===== src/design/nsr_pkg.sv =====
// ----------------------------------------------------------------------------
// nsr_pkg
// Shared constants, codes and the token and write-command types of the
// named service registry table.
// ----------------------------------------------------------------------------
package nsr_pkg;

  localparam int TABLE_ENTRIES  = 64;
  localparam int FIRST_SERVICE  = 8;
  localparam int RESERVED_SLOTS = 8;
  localparam int NAME_BYTES     = 16;

  localparam int NAME_W = NAME_BYTES * 8;
  localparam int CNT_W  = $clog2(TABLE_ENTRIES + 1);
  // common width for slot numbers, counts and the 6-bit call index
  localparam int CMP_W  = (CNT_W > 7) ? CNT_W : 7;

  typedef enum logic [1:0] {
    OP_REG_SERVICE  = 2'd0,
    OP_QUERY        = 2'd1,
    OP_RESOLVE      = 2'd2,
    OP_REG_RESERVED = 2'd3
  } op_t;

  typedef enum logic [2:0] {
    ST_OK        = 3'd0,
    ST_BAD_NAME  = 3'd1,
    ST_EXISTS    = 3'd2,
    ST_FULL      = 3'd3,
    ST_NOT_FOUND = 3'd4,
    ST_UNREG     = 3'd5,
    ST_BAD_INDEX = 3'd6
  } status_t;

  // request token that walks the row of cells
  typedef struct packed {
    logic              valid;
    op_t               op;
    logic [NAME_W-1:0] name;
    logic              name_ok;
    logic [31:0]       hnd;
    logic [31:0]       arg;
    logic [5:0]        idx;
    logic              hit;
    logic [CMP_W-1:0]  hit_idx;
    logic [31:0]       slot_hnd;
    logic [31:0]       slot_arg;
  } tok_t;

  // entry write broadcast to all cells
  typedef struct packed {
    logic              valid;
    logic [CMP_W-1:0]  slot;
    logic [NAME_W-1:0] name;
    logic [31:0]       hnd;
    logic [31:0]       arg;
  } wr_t;

endpackage


===== src/design/nsr_name_unit.sv =====
// ----------------------------------------------------------------------------
// nsr_name_unit
// Unpacks the four name words, clears every byte after the first NUL and
// flags a name with a nonzero first byte and a NUL within the field.
// ----------------------------------------------------------------------------
module nsr_name_unit (
  input  logic [31:0]                  name_word0,
  input  logic [31:0]                  name_word1,
  input  logic [31:0]                  name_word2,
  input  logic [31:0]                  name_word3,
  output logic [nsr_pkg::NAME_W-1:0]   name_clean,
  output logic                         name_ok
);

  logic [nsr_pkg::NAME_W-1:0]     raw;
  logic [nsr_pkg::NAME_BYTES-1:0] zero_byte;
  logic [nsr_pkg::NAME_BYTES-1:0] keep;

  assign raw = {name_word3, name_word2, name_word1, name_word0};

  // flag the NUL bytes
  always_comb begin
    for (int b = 0; b < nsr_pkg::NAME_BYTES; b++) begin
      zero_byte[b] = (raw[b*8 +: 8] == 8'h00);
    end
  end

  // keep a byte only when no NUL stands below it
  always_comb begin
    for (int b = 0; b < nsr_pkg::NAME_BYTES; b++) begin
      keep[b] = ((zero_byte & (((nsr_pkg::NAME_BYTES)'(1) << b)
                  - (nsr_pkg::NAME_BYTES)'(1))) == '0);
      name_clean[b*8 +: 8] = keep[b] ? raw[b*8 +: 8] : 8'h00;
    end
  end

  assign name_ok = !zero_byte[0] && (|zero_byte[nsr_pkg::NAME_BYTES-1:1]);

endmodule


===== config.mk =====
export PLATFORM = sky130hd
export DESIGN_NAME = nsr_name_unit
export DESIGN_NICKNAME = d
export VERILOG_FILES = /design/src/design/nsr_pkg.sv /design/src/design/nsr_name_unit.sv
export SDC_FILE = /design/constraint.sdc
export NUM_CORES = 1
export LEC_CHECK = 0
export ABC_AREA = 1
export BUFFER_PORTS_ARGS = -buffer_cell sky130_fd_sc_hd__buf_2
export CAP_MARGIN = 20
export CORE_AREA = 4 4 99 101
export DETAILED_ROUTE_END_ITERATION = 8
export DIE_AREA = 0 0 103 105
export PLACE_DENSITY_LB_ADDON = 0.3
export SYNTH_ARGS = -nofsm -noshare
export SYNTH_HDL_FRONTEND = slang
export SYNTH_SLANG_ARGS = --single-unit

===== constraint.sdc =====
create_clock -name vclk -period 4.7
set_input_delay 1.175 -clock vclk [all_inputs]
set_output_delay 1.175 -clock vclk [all_outputs]
set_load 0.01 [all_outputs]

* Yosys cells after proc, flatten, opt, wreduce, memory -nomap -nowiden *
Index checks and enable logic that the tools add are counted.

word-level totals
  output and inout bits = 129
  flip-flop bits (word level) = 0
  input port bits = 128

operators by class
  multiplexer cells = 15
  reduce and logical (&&, ||, !) cells = 34

operator list
  operator             number
  zero test 16 bit     15
  zero test 8 bit      16
  two-way mux 8 bit    15
  OR reduction 15 bit  1
  logical AND 1 bit    1
  zero test 1 bit      1

* Longest topological paths before layout *
Gate-level depths: netlist (run 1).

  depth after elaboration = 3
  gate-level depth with buffers = 9
  gate-level depth less buffers = 8

* Least setup slack after synthesis (run 1) *
OpenSTA, ideal clock, no wires.

  path kind = input-to-output
  start point = input port name_word0[7]
  end point = output port name_clean[120] in the netlist's numbering
  stages on the path = 9
  arrival = 2.065 ns
  slack = 1.460 ns
  data required time = 3.525 ns
  cell sequence = nor2_1 > nand2_1 > nor2_4 > nor2_4 > nand2_4 > buf_6 > nor2_4 > nand2_4 > nor2_1

on the way
  cells in the longest elaborated chain, start to end = 3

ends and longest elaborated chain
  what               RTL line             source
  start, declared    nsr_name_unit.sv:7   input logic [31:0] name_word0,
  zero test 8 bit    nsr_name_unit.sv:24  zero_byte[b] = (raw[b*8 +: 8] == 8'h00);
  zero test 16 bit   nsr_name_unit.sv:31  keep[b] = ((zero_byte & (((nsr_pkg::NAME_BYTES)'(1) << b)
  two-way mux 8 bit  nsr_name_unit.sv:33  name_clean[b*8 +: 8] = keep[b] ? raw[b*8 +: 8] : 8'h00;
  end, declared      nsr_name_unit.sv:11  output logic [nsr_pkg::NAME_W-1:0] name_clean,

Every way passes these cells.

* Worst setup path in the final report (run 1) *
  start point = input port name_word0[7]
  end point = output port name_clean[46] in the netlist's numbering

The elaborated chain is that of the path after synthesis.

==> reports/results.ini, run 1 <==
[global_routing]
grt_max_degree = 14
grt_pass1_wl_mm = 10.7
gr-total-overflow = 0
grt_pass1_vias = 2549
grt_antenna_before_repair = 0
grt.total_usage_pct = 11.6

[worst_hold_path]
min_from = name_word0[0]
worstHoldPathType = input port to output port

[power]
comb_power_share_pct = 100.0
pwr_density_cell_mw_per_mm2 = 83.5
internal_power_uw = 117
leakagePower_nw = 2.21
switching_share_pct = 54.0
p_seq_share_pct = 0
netSwitchingPower_uw = 137
vdd_drop_max_uv = 31.7
clkPwrFrac_pct = 0

[yosys]
synth_top_area_cell = nor2_1
synth.most_common_cell = nor2_1
syn_area_mm2 = 0.00168
yosysSeqAreaShare_pct = 0
synth_warnings = 0
synth_area_leaders = nor2_1 (42%), inv_1 (28%), nand2_1 (8.3%)
ys_types = 17
yosysTopAreaCellShare_pct = 41.7
ys_top_cells_by_count = nor2_1 (187), inv_1 (125), nand2_1 (37)
syn_inst = 395
syn_nets = 523
postSynthAreaPerCell_um2 = 4.26

[setup_path]
arrival_ps = 2560
critPathTopFamily = simple AND/OR/NAND/NOR gates
crit_end = name_clean[46]
cp-startpoint = name_word0[7]
crit_fanout = 13
required_ps = 3520
critPathCaptureType = output port
crit_chain = buf_2 -> nor2_1 -> nand2_1 -> nor2_4 -> nor2_4 -> nand2_4 -> inv_2 -> o21ai_2 -> nor2_1 -> buf_2
cpMaxStageDelayCell = nor2_4
path_class = input port to output port
cp.depth = 10
cp_slowest_stage_delay_ps = 260
crit_buf_inv = 3
start_kind = input port

[cells_and_area]
num_antenna_cells = 0
seq_area_um2 = 0
area_growth_pct = 80.5
nClkBuffers = 0
final_nets = 773
n_fill_cell = 1055
fin_cells = 754
drive_gt1_share_pct = 44.5
postLayoutCoreUtil_pct = 33.6
seq_cells = 0

[timing]
finalCriticalPeriod_ps = 3740
period_share_pct = 79.5
final-max-slew-violation-count = 0
hold_viol = 0
hold_ws_ps = 2550
worstMarginPinSlew_ps = 521
slew_headroom_pct = 65.0
max_freq_mhz = 268
rsz0062_at_grt = false
final.setup.tns_ps = 0
setup_viol = 0

[routing]
drc_errors = 0
wl_mm = 7.47
drt_first_pass_iters = 4
routedWlPerCell_um = 9.90
via_per_inst = 3.89
ant_nets = 0
vias = 2930
drt_iter0_drc = 85

[die]
die_y_um = 105
dieArea_mm2 = 0.0108
initial_utilization_pct = 18.6
pin_count = 257
core_mm2 = 0.00902
rows = 35
die_w_um = 103

[placement]
dpl.hpwl_mm = 7.03
port_buffers = 257
placedCellCount = 754
place_congestion = 0.813

[flow_run]
drv_cap = 0

[clock_network]
ctsHoldBuffers = 0
post_cts_resized = 0
post_cts_buffers = 0

[outcome]
status = complete, no violations

-- logic make-up after synthesis --
family	share of synthesized area, %
buffers and inverters	32.4
and+or+nand+nor	66.5
AOI/OAI and AO/OA	1.12
-- metal layers --
| layer | track usage, % | part of all wire, % | vias to the layer above |
|---|---|---|---|
| met4 | 0.555 | 0.28 | 0 |
| li1 | - | - | 1562 |
| met3 | 1.20 | 12 | 2 |
| met2 | 24.4 | 52 | 149 |
| met1 | 12.3 | 36 | 1217 |
| met5 | 0 | 0 | - |
-- worst min-delay path by stage --
| stage | endpoint | slack [ps] | depth (start not counted) |
|---|---|---|---|
| 6_report | name_clean[0] | 2550 | 2 |
| 4_1_cts | name_clean[6] | 2550 | 2 |
| 2_1_floorplan | name_clean[104] | 2440 | 2 |
| 5_1_grt | name_clean[7] | 2560 | 2 |
| 3_5_place_dp | name_clean[6] | 2550 | 2 |
| 3_3_place_gp | name_clean[7] | 2550 | 2 |
-- power groups by stage --
| stage | logic (mW) | clock network, mW | registers (mW) |
|---|---|---|---|
| global placement | 0.255 | 0 | 0 |
| global route | 0.284 | 0 | 0 |
| finish | 0.254 | 0 | 0 |
| detailed placement | 0.257 | 0 | 0 |
| CTS | 0.258 | 0 | 0 |
| floorplan | 0.122 | 0 | 0 |
-- layout make-up --
cell class | instances | area (um^2) | area share (%)
timing repair buffer | 257 | 1290 | 42.4
multi-input combinational | 260 | 1140 | 37.5
inverter | 126 | 473 | 15.6
tap | 111 | 139 | 4.58
-- layout by cell type (no fill, tap or decap) --
master,n
nand2_1,37
inv_2,1
nor2_8,1
nand3b_2,1
buf_2,257
nand2_2,4
nor2_1,187
nor2_4,6
nor2_2,9
nand2_4,6
o21ai_1,1
nand3_1,5
o21ai_2,1
a21oi_1,1
inv_1,125
nor3_1,1
-- metrics by stage --
stage | area (um^2) | setup slack [ps] | power (mW)
after floorplan | 1680 | 1460 | 0.122
after global placement | 3040 | 1020 | 0.255
after detailed placement | 3040 | 940 | 0.257
after CTS | 3040 | 940 | 0.258
after global routing | 3040 | 774 | 0.284
final | 3040 | 964 | 0.254
(Power assumes the default switching activity.)
==> run 2, diff against run 1 <==
--- a/config.mk
+++ b/config.mk
@@ -5,12 +5,12 @@
 export SDC_FILE = /design/constraint.sdc
 export NUM_CORES = 1
 export LEC_CHECK = 0
-export ABC_AREA = 1
+export ABC_AREA = 0
 export BUFFER_PORTS_ARGS = -buffer_cell sky130_fd_sc_hd__buf_2
 export CAP_MARGIN = 20
-export CORE_AREA = 4 4 99 101
+export CORE_AREA = 4 4 98 100
 export DETAILED_ROUTE_END_ITERATION = 8
-export DIE_AREA = 0 0 103 105
+export DIE_AREA = 0 0 102 104
 export PLACE_DENSITY_LB_ADDON = 0.3
 export SYNTH_ARGS = -nofsm -noshare
 export SYNTH_HDL_FRONTEND = slang
==> constraint.sdc (replaced) <==
create_clock -name vclk -period 3.1
set_input_delay 0.775 -clock vclk [all_inputs]
set_output_delay 0.775 -clock vclk [all_outputs]
set_load 0.01 [all_outputs]
==> run 2 against run 1 <==
Utilization fell by 1.3 points. Setup slack got worse by 880 ps. Design area fell by 7.5%. Critical path depth fell by 2. Via count fell by 16%. Combinational power rose by 41%. Sequential share of layout area did not move.
==> reports/results.ini, run 2 <==
[die]
pin_count = 257  ; unchanged
dieArea_mm2 = 0.0106  ; was 0.0108 mm^2
initial_utilization_pct = 14.8  ; was 18.6%
rows = 34  ; was 35
core_mm2 = 0.00868  ; was 0.00902 mm^2
die_w_um = 102  ; was 103 um
die_y_um = 104  ; was 105 um

[routing]
drt_iter0_drc = 23  ; was 85
via_per_inst = 4.34  ; was 3.89
drc_errors = 0  ; unchanged
ant_nets = 0  ; unchanged
routedWlPerCell_um = 13.5  ; was 9.90 um
drt_first_pass_iters = 4  ; unchanged
wl_mm = 7.66  ; was 7.47 mm
vias = 2470  ; was 2930

[placement]
port_buffers = 257  ; unchanged
place_congestion = 0.803  ; was 0.813
placedCellCount = 565  ; was 754
dpl.hpwl_mm = 6.95  ; was 7.03 mm
place_ws_ps = -202  ; was 940 ps
placed_cell_area_mm2 = 0.00267  ; was 0.00304 mm^2

[worst_hold_path]
worstHoldPathType = input port to output port  ; unchanged

[power]
netSwitchingPower_uw = 173  ; was 137 uW
internal_power_uw = 184  ; was 117 uW
comb_power_share_pct = 100.0  ; about the same
leakagePower_nw = 1.59  ; was 2.21 nW
pwr_density_cell_mw_per_mm2 = 127  ; was 83.5 mW/mm^2
p_seq_share_pct = 0  ; about the same
switching_share_pct = 48.4  ; was 54.0%
vdd_drop_max_uv = 38.3  ; was 31.7 uV
clkPwrFrac_pct = 0  ; about the same

[cells_and_area]
final_cell_mix = buf_2 (257), and2_1 (89), and3_1 (32)  ; was buf_2 (257), nor2_1 (187), inv_1 (125)
layout.cells.most_common = buf_2  ; unchanged
drive_gt1_share_pct = 62.0  ; was 44.5%
seq_area_um2 = 0  ; unchanged
final_nets = 591  ; was 773
nClkBuffers = 0  ; unchanged
area_growth_pct = 118  ; was 80.5%
fin_cells = 569  ; was 754
fin_area_mm2 = 0.00281  ; was 0.00304 mm^2
num_antenna_cells = 0  ; unchanged
seq_cells = 0  ; unchanged

[yosys]
synth_area_leaders = and2_1 (43%), and3_1 (16%), nor4_1 (16%)  ; was nor2_1 (42%), inv_1 (28%), nand2_1 (8.3%)
synth.most_common_cell = and2_1  ; was nor2_1
syn_inst = 208  ; was 395
yosysSeqAreaShare_pct = 0  ; unchanged
ys_top_cells_by_count = and2_1 (89), and3_1 (32), nor4_1 (32)  ; was nor2_1 (187), inv_1 (125), nand2_1 (37)
syn_nets = 336  ; was 523
ys_types = 20  ; was 17
postSynthAreaPerCell_um2 = 6.18  ; was 4.26 um^2
synth_warnings = 0  ; unchanged
syn_area_mm2 = 0.00128  ; was 0.00168 mm^2
yosysTopAreaCellShare_pct = 43.3  ; was 41.7%
synth_top_area_cell = and2_1  ; was nor2_1

[global_routing]
grt_max_degree = 25  ; was 14
grt_pass1_vias = 2274  ; was 2549
grt.total_usage_pct = 12.4  ; was 11.6%
grt_pass1_wl_mm = 11.1  ; was 10.7 mm
gr-total-overflow = 0  ; unchanged
grt_antenna_before_repair = 0  ; unchanged

[timing]
final-max-slew-violation-count = 0  ; unchanged
setup_ws_ps = 89.1  ; was 964 ps
finalCriticalPeriod_ps = 3010
slew_headroom_pct = 62.3  ; was 65.0%
setup_viol = 0  ; unchanged
final.setup.tns_ps = 0  ; unchanged
max_freq_mhz = 332
period_share_pct = 97.1
worstMarginPinSlew_ps = 565  ; was 521 ps
hold_viol = 0  ; unchanged

[setup_path]
path_class = input port to output port  ; unchanged
critPathCaptureType = output port  ; unchanged
crit_chain = buf_2 -> nor4_2 -> nand2_1 -> buf_4 -> and2_1 -> and3_4 -> and2_1 -> buf_2  ; was buf_2 -> nor2_1 -> nand2_1 -> nor2_4 -> nor2_4 -> nand2_4 -> inv_2 -> o21ai_2 -> nor2_1 -> buf_2
crit_fanout = 11  ; was 13
arrival_ps = 2240  ; was 2560 ps
cpMaxStageDelayCell = nor4_2  ; was nor2_4
required_ps = 2320  ; was 3520 ps
start_kind = input port  ; unchanged
cp_slowest_stage_delay_ps = 300  ; was 260 ps

[outcome]
status = complete, no violations  ; unchanged

[clock_network]
ctsHoldBuffers = 0  ; unchanged

[flow_run]
drv_cap = 0  ; unchanged

[run 2: cells by family (layout without fill, tap and decap cells)]
group	after synthesis	after routing	synth area share, %
and+or+nand+nor	189	189	90.8
buffers and inverters	16	269	7.69
AOI/OAI and AO/OA	3	3	1.46
[run 2: metal layers]
layer  up-vias  GRT usage, %  share of wire, %
met4         0         0.843              0.52
met5         -             0                 0
li1       1247             -                 -
met2       131          25.6                55
met3         4          1.27               9.6
met1      1088          13.5                35
[run 2: power groups by stage]
stage               sequential, mW  clock (mW)  combinational, mW
floorplan                        0           0              0.153
global placement                 0           0              0.350
detailed placement               0           0              0.352
CTS                              0           0              0.355
global route                     0           0              0.392
finish                           0           0              0.357
[run 2: stage by stage]
step / hold WS (ps) / util, % / total power [mW]
after global routing: 1760 / 32.3 / 0.392
after global placement: 1750 / 30.7 / 0.350
after CTS: 1750 / 31.0 / 0.355
after detailed placement: 1750 / 30.7 / 0.352
after floorplan: 1640 / - / 0.153
final: 1750 / 32.3 / 0.357
[run 2: worst max-delay path, delay by kind of cell]
kind                   cells  cell delay [ps]
buffers and inverters      3              460
and+or+nand+nor            5             1000
[run 2: timing repair]
action,in CTS,in global routing
gates resized for setup,4,14
pin swaps,0,7
setup buffers,0,4
hold endpoints to repair,0,0
endpoints found under the setup margin,42,86
[run 2: worst paths after layout]
check | start | endpoint | slack, ps | cells past startpoint
max | name_word0[12] | name_clean[36] | 90 | 8
min | name_word0[1] | name_clean[1] | 1750 | 2
[run 2: layout make-up]
type,instances,area (um^2)
Timing Repair Buffer,269,1380
Tap cell,108,135
Fill cell,968,5870
Multi-Input combinational cell,192,1290
