==> src/design/nsr_pkg.sv <==
// ----------------------------------------------------------------------------
// nsr_pkg
// Shared constants, codes and the token and write-command types of the
// named service registry table.
// ----------------------------------------------------------------------------
package nsr_pkg;

  localparam int TABLE_ENTRIES  = 64;
  localparam int FIRST_SERVICE  = 8;
  localparam int RESERVED_SLOTS = 8;
  localparam int NAME_BYTES     = 16;

  localparam int NAME_W = NAME_BYTES * 8;
  localparam int CNT_W  = $clog2(TABLE_ENTRIES + 1);
  // common width for slot numbers, counts and the 6-bit call index
  localparam int CMP_W  = (CNT_W > 7) ? CNT_W : 7;

  typedef enum logic [1:0] {
    OP_REG_SERVICE  = 2'd0,
    OP_QUERY        = 2'd1,
    OP_RESOLVE      = 2'd2,
    OP_REG_RESERVED = 2'd3
  } op_t;

  typedef enum logic [2:0] {
    ST_OK        = 3'd0,
    ST_BAD_NAME  = 3'd1,
    ST_EXISTS    = 3'd2,
    ST_FULL      = 3'd3,
    ST_NOT_FOUND = 3'd4,
    ST_UNREG     = 3'd5,
    ST_BAD_INDEX = 3'd6
  } status_t;

  // request token that walks the row of cells
  typedef struct packed {
    logic              valid;
    op_t               op;
    logic [NAME_W-1:0] name;
    logic              name_ok;
    logic [31:0]       hnd;
    logic [31:0]       arg;
    logic [5:0]        idx;
    logic              hit;
    logic [CMP_W-1:0]  hit_idx;
    logic [31:0]       slot_hnd;
    logic [31:0]       slot_arg;
  } tok_t;

  // entry write broadcast to all cells
  typedef struct packed {
    logic              valid;
    logic [CMP_W-1:0]  slot;
    logic [NAME_W-1:0] name;
    logic [31:0]       hnd;
    logic [31:0]       arg;
  } wr_t;

endpackage

==> src/design/nsr_cell.sv <==
// ----------------------------------------------------------------------------
// nsr_cell
// One table slot: holds name, handler and argument, checks the passing
// request token against them and hands the token on in the next cycle.
// ----------------------------------------------------------------------------
module nsr_cell (
  input  logic                      clk,
  input  logic                      rst,
  input  logic [nsr_pkg::CMP_W-1:0] slot,
  input  logic [nsr_pkg::CMP_W-1:0] used_count,
  input  nsr_pkg::wr_t              wr,
  input  nsr_pkg::tok_t             tok_in,
  output nsr_pkg::tok_t             tok_out
);

  logic [nsr_pkg::NAME_W-1:0] name_q;
  logic [31:0]                hnd_q;
  logic [31:0]                arg_q;
  nsr_pkg::tok_t              tok_next;
  logic                       in_service;
  logic                       idx_match;
  logic                       wr_here;

  assign wr_here    = wr.valid && (wr.slot == slot);
  assign in_service = (slot >= nsr_pkg::CMP_W'(nsr_pkg::FIRST_SERVICE)) &&
                      (slot < used_count);
  assign idx_match  = ({{(nsr_pkg::CMP_W-6){1'b0}}, tok_in.idx} == slot);

  // update the token with this slot's contribution
  always_comb begin
    tok_next = tok_in;
    case (tok_in.op)
      nsr_pkg::OP_REG_SERVICE, nsr_pkg::OP_QUERY: begin
        if (!tok_in.hit && tok_in.name_ok && in_service && (name_q == tok_in.name)) begin
          tok_next.hit     = 1'b1;
          tok_next.hit_idx = slot;
        end
      end
      nsr_pkg::OP_RESOLVE, nsr_pkg::OP_REG_RESERVED: begin
        if (idx_match) begin
          tok_next.slot_hnd = hnd_q;
          tok_next.slot_arg = arg_q;
        end
      end
      default: begin
        tok_next = tok_in;
      end
    endcase
  end

  // advance the token
  always_ff @(posedge clk) begin
    if (rst) begin
      tok_out.valid <= 1'b0;
    end else begin
      tok_out.valid <= tok_in.valid;
    end
    tok_out.op       <= tok_next.op;
    tok_out.name     <= tok_next.name;
    tok_out.name_ok  <= tok_next.name_ok;
    tok_out.hnd      <= tok_next.hnd;
    tok_out.arg      <= tok_next.arg;
    tok_out.idx      <= tok_next.idx;
    tok_out.hit      <= tok_next.hit;
    tok_out.hit_idx  <= tok_next.hit_idx;
    tok_out.slot_hnd <= tok_next.slot_hnd;
    tok_out.slot_arg <= tok_next.slot_arg;
  end

  // hold the handler; zero marks a free slot
  always_ff @(posedge clk) begin
    if (rst) begin
      hnd_q <= '0;
    end else if (wr_here) begin
      hnd_q <= wr.hnd;
    end
  end

  // hold name and argument
  always_ff @(posedge clk) begin
    if (wr_here) begin
      name_q <= wr.name;
      arg_q  <= wr.arg;
    end
  end

endmodule

==> config.mk <==
export PLATFORM = sky130hd
export DESIGN_NAME = nsr_cell
export DESIGN_NICKNAME = d
export VERILOG_FILES = /design/src/design/nsr_pkg.sv /design/src/design/nsr_cell.sv
export SDC_FILE = /design/constraint.sdc
export NUM_CORES = 1
export LEC_CHECK = 0
export BUFFER_PORTS_ARGS = -buffer_cell sky130_fd_sc_hd__buf_2
export CORE_AREA = 2 2 296 298
export CTS_CLUSTER_SIZE = 10
export DETAILED_ROUTE_END_ITERATION = 12
export DIE_AREA = 0 0 298 300
export PLACE_DENSITY = 0.35
export SLEW_MARGIN = 5
export SYNTH_ARGS = -nofsm -noshare
export SYNTH_HDL_FRONTEND = slang
export SYNTH_SLANG_ARGS = --single-unit
==> constraint.sdc <==
create_clock -name clk -period 8.62 [get_ports clk]
set_clock_uncertainty 0.05 [all_clocks]
set_input_delay 1.293 -clock clk [delete_from_list [all_inputs] [get_ports clk]]
set_output_delay 1.293 -clock clk [all_outputs]
set_load 0.02 [all_outputs]
# Yosys cells after proc, flatten, opt, wreduce, memory -nomap -nowiden
# Index checks and enable logic that the tools add are counted.
totals:
  out_inout_bits: 274
  reg_bits: 466
  wordCells: 35
  input_bits: 490
classes:
  muxes: 4
  n_eq_ne: 6
  reduce_logical: 9
  magnitude_cmp: 2
ops:
  columns: ["op", "n"]
  rows:
  - ["$eq 128x128->1", 1]
  - ["$mux 64", 2]
  - ["$mux 8", 2]
  - ["$eq 6x7->1", 1]
  - ["$eq 7x7->1", 1]
  - ["$ge 7x4->1 const B", 1]
  - ["$lt 7x7->1", 1]
  - ["$logic_and 1x1->1", 5]
  - ["$eq 2x2->1 const B", 2]
  - ["$reduce_or 2->1", 2]
  - ["$eq 2x1->1 const B", 1]
  - ["$logic_not 2->1", 1]
  - ["$logic_not 1->1", 1]

# Longest topological paths before layout
# Gate-level depths: netlist of run 1.
depth:
  depth_word: 6
  mapped_depth: 9
  depth_no_buf: 9

# Worst setup path after synthesis of run 1
# Ideal clock, no wire load.
synth_path:
  path_type: "input port to flip-flop"
  from: "in slot[1] (netlist bit)"
  to: "reg arg_q[0] (enable)"
  slack_ps: -354
  stages: 3
  arrival_time_ps: 8242
  n_path_buf: 0
  setup_time_ps: 682
  path_cell_list: "xnor2_1 -> nand4_1 -> nor2_1"
synth_between:
  elab_chain_cells: 2
synth_rtl:
  columns: ["element", "line_no", "rtl"]
  rows:
  - ["start, declared", "nsr_cell.sv:9", "input logic [nsr_pkg::CMP_W-1:0] slot,"]
  - ["$eq 7x7->1", "nsr_cell.sv:24", "assign wr_here = wr.valid && (wr.slot == slot);"]
  - ["$logic_and 1x1->1", "nsr_cell.sv:24", null]
  - ["via wr_here", "nsr_cell.sv:22", "logic wr_here;"]
  - ["end signal, assigned", "nsr_cell.sv:83", "arg_q <= wr.arg;"]
  - ["end, declared", "nsr_cell.sv:18", "logic [31:0] arg_q;"]
# The timed path passes the listed nets, and every way through them passes these cells.
# A chain may end at the register's enable or synchronous reset.

==> impl_summary.txt, run 1 <==
----------------------------------------------------
[Place]
  Weighted congestion at the end of routability-driven global placement ... 0.921
  Input/output buffers ... between 700 and 800
  Cell area after placement ... 19400 µm²
  Pre-CTS WS ... 3960 ps
  DP HPWL ... 47900 µm
  Count of placed standard cells including taps ... 2836

[Global route]
  Via count of the first global-routing pass ... between 10000 and 15000
  Initial antenna violation count ... 24
  Overall Global Routing Usage ... 0.127
  Global route total overflow ... 0
  Global-route wire length before repair ... 80800 µm
  Pin count of the biggest net entering global routing ... 121

[Setup path]
  Endpoint kind of the worst setup timing path ... register
  Maximum fanout encountered on the critical timing path ... 8
  First element of the critical path ... slot[6]
  Arrival time at the worst endpoint ... 4390 ps
  Critical Path Source Type ... input port
  Start of the worst register-to-register path ... name_q[78]
  Classification of the worst setup path ... in -> reg
  CP Data Required Time ... just over 9000 ps

[Floorplan]
  Area of the core ... 86200 µm²
  # IOs ... 764
  Number of core rows ... 108
  Die area ... 89400 µm²
  Die Span Y ... 300 µm
  Initial core utilization ... 0.164
  Die X ... 298 µm

[Layout]
  Layout cell share with drive strength beyond 1 ... 0.512
  Leading cell types in the layout, fill and taps excluded ... buf_2, dfxtp_1, edfxtp_1, mux2_2, nand2_1
  Most common library cell in the layout ignoring fill and taps ... buf_2
  Final non-filler cell total ... 2946
  Final layout net count ... 2236
  Final standard cell area without fillers ... 21100 µm²
  Synth-to-layout area growth ... 49.4%

[Synthesis]
  Sequential cell area fraction in the yosys report ... 0.774
  Synthesized netlist cell count ... between 900 and 1000
  Number of unique standard cell types used by synthesis ... 40
  Number of nets in the synthesized netlist ... between 1000 and 1500
  Average size of a mapped cell ... 15.2 µm²
  Post-synthesis register bit count ... 466
  Syn. warnings ... 0
  Synthesized cell area ... 14100 µm²

[STA]
  Total negative slack ... 0 ps
  Setup repair after global routing missed its margin ... no
  # setup viols final ... 0
  Fin crit period ... around 4000 ps
  Final critical-path setup slack ... 4670 ps
  Tightest Pin Transition ... around 1100 ps
  Final Cycle Share ... 0.459
  Number of max-slew violations in the final report ... 0
  Final hold viol count ... 0
  Max-slew headroom ... 0.288
  Peak clock frequency supported by timing ... 253 MHz

[Worst hold path]
  Startpoint of the most critical hold path ... hnd_q[9]
  Path class of the lowest-slack min-delay path ... reg -> reg

[Detailed routing]
  Remaining antenna violation count after routing ... 0
  Vias after detailed routing ... 10500
  Number of remaining DRC errors ... 0
  Detail-routed net length per standard cell ... 20.0 µm
  1st-pass router iterations ... 5
  Final Routed Wirelength ... slightly below 60000 µm
  Number of DRC markers after the initial detailed-route iteration ... about 500
  Vias per cell ... 3.56

[Clocking]
  Number of levels in the clock H-tree ... 2
  Number of buffers inserted during clock tree synthesis ... 57
  Clock tree from TritonCTS ... yes
  Cell chosen for the clock root ... clkbuf_16
  Clock-pin slew of the registers on the worst-case setup and hold paths ... 60 ps
  CTS Hold Bufs ... 0
  Max Buffers Root-to-Sink ... 3
  Resized cells post-CTS ... 0
  Insertion delay to the later sink of the worst-skew pair ... 630 ps
  Number of setup buffers added after CTS ... 0
  Sinks on the clock net ... 466

[Power]
  Power Internal ... 3.79 mW
  P per Cell Area ... 236 nW/µm²
  Sequential cell fraction of total power ... 0.474
  Worst VDD drop ... around 0.17 mV
  Sw Share ... 0.240
  Part of the total power dissipated in combinational logic ... 0.079
  Clock group share of total power ... 0.447
  Net Sw Power ... 1.20 mW
  Static Leakage ... 9.05 nW

[Run status]
  Outcome ... finished, final reports clean

[Run]
  Count of maximum capacitance violations ... 0

----------------------------------------------------
-- Yosys cell counts (all sizes together) --
library cell | n | area (µm²)
a211oi | 1 | 7.51
nor4b | 1 | 15.0
a221o | 2 | 20.0
nand3 | 3 | 15.0
a31oi | 1 | 6.26
a22o | 6 | 52.6
edfxtp | 160 | 4800
nor2 | 7 | 26.3
inv | 64 | 240
clkbuf | 17 | 63.8
xor2 | 32 | 280
o22ai | 19 | 119
o211ai | 1 | 7.51
nor2b | 3 | 18.8
o221ai | 1 | 8.76
nor3b | 1 | 7.51
ha | 6 | 75.1
xnor2 | 49 | 429
or2 | 1 | 6.26
nor3 | 4 | 20.0
a2111oi | 3 | 26.3
o2111ai | 2 | 17.5
a221oi | 9 | 78.8
nand4b | 1 | 8.76
a21oi | 33 | 165
o2bb2ai | 11 | 96.3
dfxtp | 306 | 6130
nor4 | 15 | 100
a22oi | 1 | 7.51
nand2 | 65 | 244
or3 | 1 | 6.26
a222oi | 1 | 10.0
or2b | 1 | 7.51
a2bb2oi | 1 | 8.76
a21o | 1 | 7.51
mux2 | 71 | 800
nand4 | 23 | 150
nand2b | 7 | 43.8
-- layout make-up --
type	count	area, µm²
Antenna cell	5	12.5
Multi-Input combinational cell	384	2900
Timing Repair Buffer	767	3860
Tap cell	1155	1450
Inverter	64	240
Clock buffer	96	1630
Fill cell	9311	65100
Clock inverter	9	80.1
Sequential cell	466	10900
-- metal layers --
layer	up-vias	GRT usage	wire length (µm)
met5	-	0	134
met4	20	0.0419	1650
met3	106	0.0483	5800
met2	513	0.220	29100
met1	4939	0.142	22300
li1	4924	-	-
-- registers in the layout, indices dropped and copies added, names as in the netlist --
name and cells:
name_q 128, hnd_q 32, tok_out 274, arg_q 32
-- power groups by stage --
stage,sequential [mW],combinational [mW],clock (mW)
2_1_floorplan,2.50,0.0616,0
3_3_place_gp,2.41,0.400,0
3_5_place_dp,2.41,0.402,0
4_1_cts,2.37,0.403,2.32
5_1_grt,2.37,0.423,2.40
6_report,2.37,0.394,2.23
-- final timing paths --
kind / end / slack (ps) / depth (start not counted)
max reg2reg: tok_out[64] / 5360 / 6
max: tok_out[64] / 4670 / 9
min: hnd_q[9] / 400 / 2
min reg2reg: hnd_q[9] / 400 / 2
-- kinds of logic after synthesis --
family / Yosys count / synth area share
AOI/OAI and AO/OA: 93 / 0.0453
muxes: 71 / 0.0566
adders and majority gates: 6 / 0.00531
xor gates and xnor gates: 81 / 0.0502
and+or+nand+nor: 133 / 0.0474
DFF: 466 / 0.774
buffers and inverters: 81 / 0.0215
-- worst max-delay path: stages --
cell and delay [ps]:
buf_2 140, ha_1 210, nor4b_2 660, o221ai_1 250, nor4_1 290, nand3_1 140
nor4_1 390, nand4_2 520, mux2_2 470
-- stage by stage --
step / utilization / hold WS [ps] / power [mW]
final: 0.245 / 400 / 4.99
after global routing: 0.245 / 417 / 5.19
after CTS: 0.245 / 402 / 5.09
after detailed placement: 0.225 / 394 / 2.82
after global placement: 0.225 / 388 / 2.81
after floorplan: - / 379 / 2.56
(Power assumes the default switching activity.)
==> inputs of run 2 (changes only) <==
--- a/config.mk
+++ b/config.mk
@@ -6,11 +6,11 @@
 export NUM_CORES = 1
 export LEC_CHECK = 0
 export BUFFER_PORTS_ARGS = -buffer_cell sky130_fd_sc_hd__buf_2
-export CORE_AREA = 2 2 296 298
+export CORE_AREA = 2 2 300 302
 export CTS_CLUSTER_SIZE = 10
 export DETAILED_ROUTE_END_ITERATION = 12
-export DIE_AREA = 0 0 298 300
-export PLACE_DENSITY = 0.35
+export DIE_AREA = 0 0 302 304
+export PLACE_DENSITY = 0.33
 export SLEW_MARGIN = 5
 export SYNTH_ARGS = -nofsm -noshare
 export SYNTH_HDL_FRONTEND = slang
==> constraint.sdc (replaced) <==
create_clock -name clk -period 4 [get_ports clk]
set_clock_uncertainty 0.05 [all_clocks]
set_input_delay 0.6 -clock clk [delete_from_list [all_inputs] [get_ports clk]]
set_output_delay 0.6 -clock clk [all_outputs]
set_load 0.02 [all_outputs]
==> impl_summary.txt, run 2 (synthesized netlist as in run 1, its figures left out) <==
----------------------------------------------------
[Setup path]
  Maximum fanout encountered on the critical timing path ... 9 (+1)
  R2R depth ... 9 (+3)
  Classification of the worst setup path ... in -> reg
  Reg2Reg Capture Point ... tok_out[67]
  CP Data Required Time ... 4460 ps (-4590 ps)
  Critical Path Source Type ... input port
  Arrival time at the worst endpoint ... 3770 ps (-620 ps)
  Reg2Reg Setup Slack ... 1010 ps (-4350 ps)
  Endpoint kind of the worst setup timing path ... register
  Start of the worst register-to-register path ... name_q[43]

[Global route]
  Initial antenna violation count ... 21 (-13%)
  Overall Global Routing Usage ... 0.127 (-0.000189)
  Pin count of the biggest net entering global routing ... 106 (-12%)
  Via count of the first global-routing pass ... 12100 (+5.4%)
  Global route total overflow ... 0 (unchanged)
  Global-route wire length before repair ... 82900 µm (+2.5%)

[Floorplan]
  Area of the core ... 89000 µm² (+3.3%)
  Number of core rows ... 110 (+1.9%)
  # IOs ... 764 (unchanged)
  Initial core utilization ... 0.159 (-0.00522)
  Die X ... 302 µm (+1.3%)
  Die area ... 91800 µm² (+2.7%)
  Die Span Y ... 304 µm (+1.3%)

[Layout]
  Leading cell types in the layout, fill and taps excluded ... buf_2, dfxtp_1, edfxtp_1, dlygate4sd3_1, mux2_2
  Final layout net count ... 2365 (+5.8%)
  Final non-filler cell total ... 3103 (+5.3%)
  Register ranked first by flip-flop count ... tok_out
  Synth-to-layout area growth ... 59.0%
  Most common library cell in the layout ignoring fill and taps ... buf_2
  Flip-flop count of the largest register, all copies and words added ... 274 (unchanged)
  Layout cell share with drive strength beyond 1 ... 0.480 (-0.0324)
  Largest regs ... tok_out x274, name_q x128

[Worst hold path]
  Path class of the lowest-slack min-delay path ... in -> reg
  Hold depth ... 1 (-1)
  Worst Hold Endpoint ... tok_out[231]
  Startpoint of the most critical hold path ... tok_in[231]

[Run]
  Count of maximum capacitance violations ... 0 (unchanged)

[Place]
  Input/output buffers ... 763 (unchanged)
  Count of placed standard cells including taps ... 2862 (+0.92%)
  DP HPWL ... 48100 µm (+0.50%)
  Weighted congestion at the end of routability-driven global placement ... 0.840 (-8.8%)

[STA]
  Tightest Pin Transition ... 943 ps (-124 ps)
  # setup viols final ... 0 (unchanged)
  Max-slew headroom ... 0.371 (+0.0828)
  Setup repair after global routing missed its margin ... no
  Final hold viol count ... 0 (unchanged)
  Final Cycle Share ... 0.829
  Post-route worst hold slack ... 57.3 ps (-343 ps)
  Peak clock frequency supported by timing ... around 300 MHz
  Fin crit period ... roughly 3300 ps
  Total negative slack ... 0 ps (unchanged)
  Number of max-slew violations in the final report ... 0 (unchanged)

[Clocking]
  Max Buffers Root-to-Sink ... 3 (unchanged)
  Cell chosen for the clock root ... clkbuf_16
  Number of buffers inserted during clock tree synthesis ... 56 (-1.8%)
  Sinks on the clock net ... 466 (unchanged)
  Number of setup buffers added after CTS ... 0 (unchanged)
  Clock-pin slew of the registers on the worst-case setup and hold paths ... 60 ps (about the same)
  Number of levels in the clock H-tree ... 2 (unchanged)
  Insertion delay to the later sink of the worst-skew pair ... 640 ps (about the same)
  Clock tree from TritonCTS ... yes

[Power]
  Sequential cell fraction of total power ... 0.469 (-0.005)
  Worst VDD drop ... 0.336 mV (+97%)
  P per Cell Area ... 484 nW/µm² (+100%)
  Sw Share ... 0.240 (about the same)
  Net Sw Power ... 2.61 mW (+120%)
  Static Leakage ... 9.60 nW (+6.1%)
  Clock group share of total power ... 0.443 (-0.004)
  Part of the total power dissipated in combinational logic ... 0.088 (+0.009)
  Power Internal ... 8.26 mW (+120%)
  Total power draw ... 10.9 mW (+120%)

[Detailed routing]
  Final Routed Wirelength ... 60300 µm (+2.1%)
  Detail-routed net length per standard cell ... 19.4 µm (-3.0%)
  Remaining antenna violation count after routing ... 0 (unchanged)
  Vias per cell ... 3.54 (-0.68%)
  Vias after detailed routing ... 11000 (+4.6%)
  Number of DRC markers after the initial detailed-route iteration ... 316 (-37%)
  Number of remaining DRC errors ... 0 (unchanged)
  1st-pass router iterations ... 4 (-1)

[Run status]
  Outcome ... finished, final reports clean

----------------------------------------------------
[run 2: area by class of cell]
type / instances / area (µm²)
Inverter: 64 / 240
Timing Repair Buffer: 897 / 5170
Sequential cell: 466 / 10900
Fill cell: 9484 / 66600
Multi-Input combinational cell: 384 / 2910
Antenna cell: 12 / 30.0
Clock buffer: 97 / 1640
Clock inverter: 7 / 67.6
Tap cell: 1176 / 1470
[run 2: worst max-delay path by stage]
| stage | startpoint | endpoint | cells past startpoint |
|---|---|---|---|
| floorplan | slot[1] | arg_q[0] | 3 |
| global placement | tok_in[186] | tok_out[64] | 10 |
| detailed placement | tok_in[186] | tok_out[66] | 10 |
| CTS | tok_in[186] | tok_out[67] | 11 |
| global route | tok_in[186] | tok_out[67] | 11 |
| finish | tok_in[186] | tok_out[67] | 11 |
[run 2: critical path: stages]
cell,delay [ps]
dlygate4sd3_1,570
buf_2,140
xor2_1,170
a221o_1,280
a2111oi_0,630
buf_4,250
nand4_1,70
nor2_1,340
nand4_2,190
buf_4,240
mux2_2,280
[run 2: repair_timing]
| item | 4_1_cts | 5_1_grt |
|---|---|---|
| resized for setup | 0 | 0 |
| hold buffers | 125 | 0 |
| hold endpoints to repair | 125 | 0 |
[run 2: metrics by stage]
stage,utilization,instance area (µm²),setup WS [ps]
2_1_floorplan,-,14100,178
5_1_grt,0.252,22400,420
3_3_place_gp,0.219,19500,325
6_report,0.252,22500,683
4_1_cts,0.252,22400,460
3_5_place_dp,0.219,19500,392
[run 2: power groups by stage]
stage	Sequential [mW]	Clock, mW	Combinational, mW
floorplan	5.39	0	0.133
global placement	5.20	0	0.873
detailed placement	5.20	0	0.875
CTS	5.10	5.04	0.976
global route	5.11	5.20	1.02
finish	5.10	4.82	0.951
[run 2: routing by layer]
metal  global-route usage  wire [µm]
met5                    0         77
met1                0.139      23100
met2                0.229      30700
met4               0.0443       1650
met3               0.0376       4710
